**config.mk**
```make
export PLATFORM = sky130hd
export DESIGN_NAME = monotonic_uuid_v7_generator_core_flat
export DESIGN_NICKNAME = d
export VERILOG_FILES = /design/src/uuidg_pkg.sv /design/src/uuidg_if.sv /design/src/uuidg_cfg_regs.sv /design/src/uuidg_step.sv /design/src/monotonic_uuid_v7_generator_core.sv /design/src/flat_wrapper.sv
export SDC_FILE = /design/constraint.sdc
export NUM_CORES = 2
export LEC_CHECK = 0
export BUFFER_PORTS_ARGS = -buffer_cell sky130_fd_sc_hd__buf_2
export CORE_ASPECT_RATIO = 0.6
export CORE_MARGIN = 10
export CORE_UTILIZATION = 45
export CTS_CLUSTER_DIAMETER = 60
export DETAILED_ROUTE_END_ITERATION = 8
export HOLD_SLACK_MARGIN = 0.08
export PLACE_DENSITY = 0.7
export SLEW_MARGIN = 20
export SYNTH_ARGS = -nofsm -noshare
export SYNTH_HDL_FRONTEND = slang
export SYNTH_SLANG_ARGS = --single-unit
```
**constraint.sdc**
```tcl
create_clock -name clk -period 14.8 [get_ports clk]
set_clock_uncertainty 0.15 [all_clocks]
set_input_delay 0.74 -clock clk [delete_from_list [all_inputs] [get_ports clk]]
set_output_delay 0.74 -clock clk [all_outputs]
set_load 0.02 [all_outputs]
```
**src/uuidg_pkg.sv**
```systemverilog
// Shared types, register codes and helper functions of the UUID generator.
package uuidg_pkg;

	localparam int unsigned CFG_INDEX_W = 3;
	localparam int unsigned CFG_DATA_W  = 64;
	localparam int unsigned TS_W        = 48;
	localparam int unsigned WORD_W      = 64;
	localparam int unsigned CNT_LOW_W   = 62;
	localparam int unsigned CNT_HIGH_W  = 12;

	typedef enum logic [CFG_INDEX_W-1:0] {
		REG_VERSION_MODE  = 3'd0,
		REG_OVERFLOW_WAIT = 3'd1,
		REG_ENTROPY_MIXER = 3'd2,
		REG_REGRESSION_MS = 3'd3,
		REG_SAVE_ENABLE   = 3'd4,
		REG_SAVE_INTERVAL = 3'd5
	} reg_index_t;

	typedef enum logic [1:0] {
		ST_OK        = 2'd0,
		ST_REJECTED  = 2'd1,
		ST_OVF_FAIL  = 2'd2,
		ST_OVF_RETRY = 2'd3
	} status_t;

	localparam logic [2:0]  MODE_RANDOM      = 3'd4;
	localparam logic [2:0]  MODE_RESET       = 3'd7;
	localparam logic [31:0] REGRESSION_RESET = 32'd10000;
	localparam logic [3:0]  VER_NIB_RANDOM   = 4'h4;
	localparam logic [3:0]  VER_NIB_TIME     = 4'h7;
	localparam logic [1:0]  VARIANT_BITS     = 2'b10;

	typedef struct packed {
		logic [2:0]        version_mode;
		logic              overflow_wait;
		logic [WORD_W-1:0] entropy_mixer;
		logic [31:0]       regression_threshold_ms;
		logic              save_enable;
		logic [31:0]       save_interval_ms;
	} cfg_t;

	typedef struct packed {
		logic [WORD_W-1:0] random_high;
		logic [WORD_W-1:0] random_low;
		logic [TS_W-1:0]   now_ms;
	} req_t;

	typedef struct packed {
		status_t           status;
		logic [WORD_W-1:0] uuid_high;
		logic [WORD_W-1:0] uuid_low;
		logic              save_request;
		logic [TS_W-1:0]   save_timestamp;
	} rsp_t;

	typedef struct packed {
		logic [TS_W-1:0]   last_timestamp;
		logic [WORD_W-1:0] store_high;
		logic [WORD_W-1:0] store_low;
		logic [TS_W-1:0]   last_saved_time;
		logic              overflow_flag;
	} state_t;

	function automatic logic [WORD_W-1:0] swap_bytes(input logic [WORD_W-1:0] v);
		logic [WORD_W-1:0] r;
		r = '0;
		for (int i = 0; i < 8; i++) begin
			r[8*i +: 8] = v[8*(7-i) +: 8];
		end
		return r;
	endfunction

	function automatic logic [WORD_W-1:0] set_version(input logic [WORD_W-1:0] hi,
			input logic [3:0] nib);
		return {hi[63:16], nib, hi[11:0]};
	endfunction

	function automatic logic [WORD_W-1:0] set_variant(input logic [WORD_W-1:0] lo);
		return {VARIANT_BITS, lo[61:0]};
	endfunction

endpackage

```
**src/uuidg_if.sv**
```systemverilog
// Valid/ready channel interfaces for generate requests and results.
interface uuidg_req_if;
	logic        valid;
	logic        ready;
	logic [63:0] random_high;
	logic [63:0] random_low;
	logic [47:0] now_ms;

	modport source (output valid, random_high, random_low, now_ms, input ready);
	modport sink (input valid, random_high, random_low, now_ms, output ready);
endinterface

interface uuidg_rsp_if;
	logic        valid;
	logic        ready;
	logic [1:0]  status;
	logic [63:0] uuid_high;
	logic [63:0] uuid_low;
	logic        save_request;
	logic [47:0] save_timestamp;

	modport source (output valid, status, uuid_high, uuid_low, save_request, save_timestamp,
		input ready);
	modport sink (input valid, status, uuid_high, uuid_low, save_request, save_timestamp,
		output ready);
endinterface

```
**src/uuidg_cfg_regs.sv**
```systemverilog
// Configuration register file with a plain indexed write port.
module uuidg_cfg_regs (
	input  logic                              clk,
	input  logic                              arst_n,
	input  logic                              cfg_we,
	input  logic [uuidg_pkg::CFG_INDEX_W-1:0] cfg_index,
	input  logic [uuidg_pkg::CFG_DATA_W-1:0]  cfg_data,
	output uuidg_pkg::cfg_t                   cfg
);

	uuidg_pkg::cfg_t cfg_q;

	always_ff @(posedge clk or negedge arst_n) begin
		if (!arst_n) begin
			cfg_q.version_mode            <= uuidg_pkg::MODE_RESET;
			cfg_q.overflow_wait           <= 1'b0;
			cfg_q.entropy_mixer           <= '0;
			cfg_q.regression_threshold_ms <= uuidg_pkg::REGRESSION_RESET;
			cfg_q.save_enable             <= 1'b0;
			cfg_q.save_interval_ms        <= '0;
		end else if (cfg_we) begin
			unique case (uuidg_pkg::reg_index_t'(cfg_index))
				uuidg_pkg::REG_VERSION_MODE:  cfg_q.version_mode <= cfg_data[2:0];
				uuidg_pkg::REG_OVERFLOW_WAIT: cfg_q.overflow_wait <= cfg_data[0];
				uuidg_pkg::REG_ENTROPY_MIXER: cfg_q.entropy_mixer <= cfg_data;
				uuidg_pkg::REG_REGRESSION_MS: cfg_q.regression_threshold_ms <= cfg_data[31:0];
				uuidg_pkg::REG_SAVE_ENABLE:   cfg_q.save_enable <= cfg_data[0];
				uuidg_pkg::REG_SAVE_INTERVAL: cfg_q.save_interval_ms <= cfg_data[31:0];
				default: ;  // unmapped index: drop the write
			endcase
		end
	end

	assign cfg = cfg_q;

endmodule

```
**src/uuidg_step.sv**
```systemverilog
// Combinational generate step: result and next generator state for one request.
module uuidg_step (
	input  uuidg_pkg::cfg_t   cfg,
	input  uuidg_pkg::req_t   req,
	input  uuidg_pkg::state_t st,
	output uuidg_pkg::rsp_t   rsp,
	output uuidg_pkg::state_t st_next
);

	logic [63:0]                   rl_mix;
	logic                          rand_zero;
	logic                          major_regress;
	logic [48:0]                   now_plus_thr;
	logic [74:0]                   cnt_sum;
	logic                          success;
	logic [47:0]                   now_eff;
	logic [48:0]                   save_limit;
	uuidg_pkg::status_t            ovf_status;

	assign rl_mix        = req.random_low ^ uuidg_pkg::swap_bytes(cfg.entropy_mixer);
	assign rand_zero     = (req.random_high | req.random_low) == '0;
	assign now_plus_thr  = {1'b0, req.now_ms} + {17'd0, cfg.regression_threshold_ms};
	assign major_regress = (req.now_ms < st.last_timestamp)
		&& (now_plus_thr < {1'b0, st.last_timestamp});
	// 74-bit counter skips the version nibble and the variant bits
	assign cnt_sum       = {1'b0, st.store_high[11:0], st.store_low[61:0]} + 75'd1;
	assign ovf_status    = cfg.overflow_wait ? uuidg_pkg::ST_OVF_RETRY : uuidg_pkg::ST_OVF_FAIL;

	always_comb begin
		rsp        = '0;
		rsp.status = uuidg_pkg::ST_OK;
		st_next    = st;
		success    = 1'b0;
		now_eff    = req.now_ms;
		save_limit = '0;
		if (cfg.version_mode == uuidg_pkg::MODE_RANDOM) begin
			if (rand_zero) begin
				rsp.status         = uuidg_pkg::ST_REJECTED;
				st_next.store_high = '0;
				st_next.store_low  = '0;
			end else begin
				st_next.store_high = uuidg_pkg::set_version(req.random_high,
					uuidg_pkg::VER_NIB_RANDOM);
				st_next.store_low  = uuidg_pkg::set_variant(req.random_low);
				rsp.uuid_high      = st_next.store_high;
				rsp.uuid_low       = st_next.store_low;
			end
		end else if (rand_zero || req.now_ms == '0) begin
			rsp.status = uuidg_pkg::ST_REJECTED;
		end else if (major_regress) begin
			// fall back to a random UUID, keep timestamp and overflow state
			st_next.store_high = uuidg_pkg::set_version(req.random_high,
				uuidg_pkg::VER_NIB_RANDOM);
			st_next.store_low  = uuidg_pkg::set_variant(rl_mix);
			rsp.uuid_high      = st_next.store_high;
			rsp.uuid_low       = st_next.store_low;
		end else begin
			if (req.now_ms > st.last_timestamp) begin
				st_next.last_timestamp = req.now_ms;
				st_next.store_high     = req.random_high;
				st_next.store_low      = rl_mix;
				st_next.overflow_flag  = 1'b0;
				success                = 1'b1;
			end else begin
				// same millisecond or minor regression: clamp to the last time
				now_eff = st.last_timestamp;
				if (st.overflow_flag) begin
					rsp.status = ovf_status;
				end else if (st.store_high[15:12] != uuidg_pkg::VER_NIB_TIME) begin
					st_next.store_high = req.random_high;
					st_next.store_low  = rl_mix;
					success            = 1'b1;
				end else begin
					st_next.store_high = {st.store_high[63:12], cnt_sum[73:62]};
					st_next.store_low  = {st.store_low[63:62], cnt_sum[61:0]};
					if (cnt_sum[74]) begin
						st_next.overflow_flag = 1'b1;
						rsp.status            = ovf_status;
					end else begin
						success = 1'b1;
					end
				end
			end
			if (success) begin
				st_next.store_high = uuidg_pkg::set_version(
					{st_next.last_timestamp, st_next.store_high[15:0]},
					uuidg_pkg::VER_NIB_TIME);
				st_next.store_low  = uuidg_pkg::set_variant(st_next.store_low);
				rsp.uuid_high      = st_next.store_high;
				rsp.uuid_low       = st_next.store_low;
				save_limit = {1'b0, st.last_saved_time} + {17'd0, cfg.save_interval_ms};
				if (cfg.save_enable && ({1'b0, now_eff} > save_limit)) begin
					st_next.last_saved_time = now_eff;
					rsp.save_request        = 1'b1;
					rsp.save_timestamp      = now_eff;
				end
			end
		end
	end

endmodule

```
**src/monotonic_uuid_v7_generator_core.sv**
```systemverilog
// Top level of the monotonic time-ordered UUID generator.
//
//  channel  direction  handshake      contents
//  req      in         valid/ready    random_high, random_low, now_ms
//  rsp      out        valid/ready    status, uuid_high, uuid_low, save_request, save_timestamp
//  cfg      in         cfg_we only    cfg_index, cfg_data
//
// One request per cycle sustained while rsp is ready: an input register feeds one combinational
// step whose result and generator state are registered together.
// An accepted request is held in the input register; its result is shown on rsp once the
// step has run and its result is registered in the output stage.
// A stalled rsp holds its result; req keeps taking one more request until the
// input register is also full, then ready drops.
// Reset empties both stages, zeroes generator state and loads configuration defaults.
module monotonic_uuid_v7_generator_core (
	input  logic                              clk,
	input  logic                              arst_n,
	input  logic                              cfg_we,
	input  logic [uuidg_pkg::CFG_INDEX_W-1:0] cfg_index,
	input  logic [uuidg_pkg::CFG_DATA_W-1:0]  cfg_data,
	uuidg_req_if.sink                         req,
	uuidg_rsp_if.source                       rsp
);

	uuidg_pkg::cfg_t   cfg;
	uuidg_pkg::req_t   req_s1;
	logic              valid_s1;
	uuidg_pkg::rsp_t   rsp_next;
	uuidg_pkg::rsp_t   rsp_s2;
	logic              valid_s2;
	uuidg_pkg::state_t state_q;
	uuidg_pkg::state_t state_next;
	logic              advance;

	uuidg_cfg_regs u_cfg (
		.clk       (clk),
		.arst_n    (arst_n),
		.cfg_we    (cfg_we),
		.cfg_index (cfg_index),
		.cfg_data  (cfg_data),
		.cfg       (cfg)
	);

	uuidg_step u_step (
		.cfg     (cfg),
		.req     (req_s1),
		.st      (state_q),
		.rsp     (rsp_next),
		.st_next (state_next)
	);

	assign advance   = valid_s1 && (!valid_s2 || rsp.ready);
	assign req.ready = !valid_s1 || advance;

	always_ff @(posedge clk or negedge arst_n) begin
		if (!arst_n) begin
			valid_s1 <= 1'b0;
			valid_s2 <= 1'b0;
			state_q  <= '0;
		end else begin
			if (req.ready) begin
				valid_s1 <= req.valid;
			end
			if (advance) begin
				valid_s2 <= 1'b1;
				state_q  <= state_next;
			end else if (rsp.ready) begin
				valid_s2 <= 1'b0;
			end
		end
	end

	always_ff @(posedge clk) begin
		if (req.valid && req.ready) begin
			req_s1.random_high <= req.random_high;
			req_s1.random_low  <= req.random_low;
			req_s1.now_ms      <= req.now_ms;
		end
		if (advance) begin
			rsp_s2 <= rsp_next;
		end
	end

	assign rsp.valid          = valid_s2;
	assign rsp.status         = rsp_s2.status;
	assign rsp.uuid_high      = rsp_s2.uuid_high;
	assign rsp.uuid_low       = rsp_s2.uuid_low;
	assign rsp.save_request   = rsp_s2.save_request;
	assign rsp.save_timestamp = rsp_s2.save_timestamp;

endmodule

```
**src/flat_wrapper.sv**
```systemverilog
// flat-port wrapper written by rule: the top's interface ports become plain ports
module monotonic_uuid_v7_generator_core_flat 
  (clk, arst_n, cfg_we, cfg_index, cfg_data, req_valid, req_random_high, req_random_low, req_now_ms, req_ready, rsp_valid, rsp_status, rsp_uuid_high, rsp_uuid_low, rsp_save_request, rsp_save_timestamp, rsp_ready);
  uuidg_req_if req_i ();
  uuidg_rsp_if rsp_i ();
  input  logic clk;
  input  logic arst_n;
  input  logic cfg_we;
  input  logic [uuidg_pkg::CFG_INDEX_W-1:0] cfg_index;
  input  logic [uuidg_pkg::CFG_DATA_W-1:0] cfg_data;
  input wire logic [$bits(req_i.valid)-1:0] req_valid;
  input wire logic [$bits(req_i.random_high)-1:0] req_random_high;
  input wire logic [$bits(req_i.random_low)-1:0] req_random_low;
  input wire logic [$bits(req_i.now_ms)-1:0] req_now_ms;
  output wire logic [$bits(req_i.ready)-1:0] req_ready;
  output wire logic [$bits(rsp_i.valid)-1:0] rsp_valid;
  output wire logic [$bits(rsp_i.status)-1:0] rsp_status;
  output wire logic [$bits(rsp_i.uuid_high)-1:0] rsp_uuid_high;
  output wire logic [$bits(rsp_i.uuid_low)-1:0] rsp_uuid_low;
  output wire logic [$bits(rsp_i.save_request)-1:0] rsp_save_request;
  output wire logic [$bits(rsp_i.save_timestamp)-1:0] rsp_save_timestamp;
  input wire logic [$bits(rsp_i.ready)-1:0] rsp_ready;
  assign req_i.valid = req_valid;
  assign req_i.random_high = req_random_high;
  assign req_i.random_low = req_random_low;
  assign req_i.now_ms = req_now_ms;
  assign req_ready = req_i.ready;
  assign rsp_valid = rsp_i.valid;
  assign rsp_status = rsp_i.status;
  assign rsp_uuid_high = rsp_i.uuid_high;
  assign rsp_uuid_low = rsp_i.uuid_low;
  assign rsp_save_request = rsp_i.save_request;
  assign rsp_save_timestamp = rsp_i.save_timestamp;
  assign rsp_i.ready = rsp_ready;
  monotonic_uuid_v7_generator_core u_core (.clk(clk), .arst_n(arst_n), .cfg_we(cfg_we), .cfg_index(cfg_index), .cfg_data(cfg_data), .req(req_i), .rsp(rsp_i));
endmodule
```
==> impl_metrics.yaml <==
global_routing:
  grtUsageMet3_pct: 8.66
  grtUsageMet1_pct: 44.0
  grt_overflow: 0
  grt_first_pass_wirelength_um: 193000
  met2_usage_pct: 37.0
  grt_start_max_net_pins: 93
  grt_pass1_vias: 28200
  grt_usage_pct: 28.2
  grt_antenna_before_repair: 12
  busiest_layer: "met1"
clock_tree:
  clkTransAtPathRegs_ns: 0.07
  clock_sinks: 659
  cts_resized: 0
  cts-root-buf: "clkbuf_16"
  postCtsHoldBufs: 84
  cts_max_level: 3
  cts_tree: "yes"
  clockBufferDepth: 3
  cts_buffers: 70
  post-cts-setup-buffers: 0
  clock_latency_ns: 0.67
power:
  powerDensity_mw_per_mm2: 131
  clockPowerShare_pct: 34.6
  p_sw_w: 0.00175
  sw_frac_of_total_pct: 31.5
  irDropWorstVdd_mv: 0.0881
  p_seq_share_pct: 44.2
  p_comb_share_pct: 21.1
  p_int_w: 0.00382
  static-leakage-power_nw: 18.0
detailed_routing:
  drc: 0
  ant_nets: 0
  drtIter0Drc: 3696
  wl_per_cell_um: 26.9
  firstDrtPassIters: 6
  drt-vias-per-instance: 6.06
  vias: 30300
  wirelength_um: 134000
critical_path:
  path_max_fanout: 78
  startpoint_type: "flop"
  reg2reg_setup_slack_ns: 6.51
  end_kind: "flop"
  critPathArrivalTime_ns: 8.56
  critPathKind: "reg2reg"
  crit_required_ns: 15.06
  crit_path_max_incr_delay_ns: 0.95
  critPathSlowestCell: "nor2_2"
timing:
  setup_violations: 0
  period_minus_slack_ns: 8.29
  tightestPinTransition_ns: 1.26
  rsz0062_at_grt: "no"
  period_share_pct: 56.0
  hold_viol: 0
  drv_slew: 0
  max_freq_mhz: 121
  slew_headroom_pct: 15.0
  setup_ws_ns: 6.51
  final.setup.tns_ns: 0
synthesis:
  ys_seq_area_share_pct: 50.8
  synth_cells: 3386
  synth_edf_count: 351
  synthArstFlopShare_pct: 46.7
  ys_types: 92
  syn_avg_cell_area_um2: 10.6
  synth_area_mm2: 0.0359
  synth_ff_type: "edfxtp_1"
  ys_seq_elements: 659
  ys_warn_count: 0
min_path:
  worst_hold_path_type: "in2reg"
floorplanning:
  die_x_um: 385
  die_height_um: 239
  core_mm2: 0.0793
  ios: 429
  rows: 80
  start_util_pct: 45.3
  dieArea_mm2: 0.0920
layout:
  layout.cells.non_filler: 4994
  areaGrowthSynthToFinish_pct: 18.7
  drive_gt1_share_pct: 21.0
  nets: 4322
  finish.instance_area_mm2: 0.0427
outcome:
  status: "finished clean"
place:
  post-dp-hpwl_um: 98300
  pre_cts_ws_ns: 6.81
  place_inst: 4778
  port_buffers: 426
  gp_congestion: 0.966
  placed_area_mm2: 0.0393
flow_run:
  max_cap_viol_count: 0
## layer usage
metal	wire length, um	part of all wire [%]
met1	62700	47
met2	52300	39
met3	16400	12
met4	2830	2.1
met5	40	0.030
## Yosys cell counts, drive strengths merged, types with 10 or more instances
| master | count | share of area (%) |
|---|---|---|
| and3 | 42 | 0.73 |
| inv | 106 | 1.1 |
| o211ai | 19 | 0.40 |
| clkbuf | 123 | 1.3 |
| a22o | 52 | 1.3 |
| o21ai | 220 | 3.1 |
| nand4 | 54 | 0.99 |
| and2 | 25 | 0.44 |
| nand2 | 244 | 2.5 |
| dfrtp | 300 | 21 |
| edfxtp | 351 | 29 |
| o221ai | 14 | 0.34 |
| nand2b | 23 | 0.40 |
| ha | 204 | 7.1 |
| a31oi | 44 | 0.77 |
| mux2i | 10 | 0.28 |
| buf | 39 | 0.60 |
| o31ai | 11 | 0.23 |
| a21o | 78 | 1.6 |
| nor2 | 307 | 3.2 |
| o22ai | 36 | 0.63 |
| o21a | 18 | 0.38 |
| nor3 | 56 | 0.78 |
| nor2b | 38 | 0.66 |
| and4 | 15 | 0.37 |
| a211o | 16 | 0.39 |
| nor4 | 71 | 1.3 |
| xor2 | 77 | 1.9 |
| xnor2 | 76 | 1.9 |
| o21bai | 13 | 0.27 |
| mux2 | 184 | 5.8 |
| nand3 | 71 | 1.0 |
| a21oi | 307 | 4.3 |
## final cells by class
class / count / area, um^2
inverters: 106 / 398
clock inverters: 38 / 509
well taps: 1066 / 1330
flip-flops and latches: 659 / 18300
clock buffers: 92 / 1950
diodes: 2 / 5.00
multi-input cells: 2460 / 16800
repair buffers: 571 / 3440
fillers: 6996 / 36600
## layout by cell type, fill, tap and decap left out, types with 56 or more instances in the layout
master and instances:
o21ai_0 211, buf_4 60, nand3_1 67, nor2_1 302, inv_1 105, nor4_1 63
a21oi_1 307, nand2_1 243, nor3_1 56, buf_2 425, mux2_2 164, xnor2_1 76
dfrtp_1 299, clkbuf_16 74, ha_1 204, edfxtp_1 351, dlygate4sd3_1 84, a21o_1 78
xor2_1 77
## state kept, by name, summed over array words and instances, names as in the netlist
register	cells
u_core.rsp.save_timestamp	48
u_core.u_cfg.cfg	131
u_core.rsp.status	2
u_core.req_s1	176
u_core.rsp.uuid_high	62
u_core.rsp.valid	1
u_core.state_q	175
u_core.rsp.uuid_low	62
u_core.valid_s1	1
u_core.rsp.save_request	1
## path summary, 6_finish.rpt
path	end	cells past startpoint	start
max	u_core.rsp.uuid_low[35]$_DFFE_PP_	25	u_core.req_s1[2]$_DFFE_PP_
min	u_core.req_s1[77]$_DFFE_PP_	1	req_random_low[29]
max reg2reg	u_core.rsp.uuid_low[35]$_DFFE_PP_	25	u_core.req_s1[2]$_DFFE_PP_
min reg2reg	u_core.state_q[20]$_DFFE_PN0P_	1	u_core.state_q[20]$_DFFE_PN0P_
max in group asynchronous	u_core.u_cfg.cfg[120]$_DFFE_PN0P_	4	arst_n
min in group asynchronous	u_core.state_q[218]$_DFFE_PN0P_	2	arst_n
## stage by stage
stage                     util, %  total power [W]  hold slack (ns)
after floorplan                 -          0.00318            0.294
after global placement       49.6          0.00360            0.332
after detailed placement     49.6          0.00362            0.338
after CTS                    53.8          0.00557           0.0803
after global routing         53.8          0.00580           0.0850
final                        53.8          0.00558            0.107
## cells by family after synthesis
group,synth area share [%]
mux,6.04
simple gates,13.3
buf+inv,3.00
flops,50.8
compound gates,15.9
fa+ha+maj,7.21
other cells,0.0104
xor+xnor,3.73
## power groups by stage
| stage | registers, W | clock network, W | logic (W) |
|---|---|---|---|
| final | 0.00247 | 0.00193 | 0.00118 |
| after global routing | 0.00248 | 0.00202 | 0.00129 |
| after CTS | 0.00245 | 0.00196 | 0.00116 |
| after detailed placement | 0.00248 | 0 | 0.00113 |
| after global placement | 0.00248 | 0 | 0.00112 |
| after floorplan | 0.00246 | 0 | 0.000721 |
## critical path: cells and delay by family (launching register included)
kind | cells | cell delay (ns)
buf+inv | 1 | 0.46
fa+ha+maj | 2 | 0.70
simple gates | 10 | 3.14
xor+xnor | 1 | 0.15
compound gates | 11 | 2.82
flops | 1 | 0.54
No activity file was read; power rests on OpenSTA's default activity.
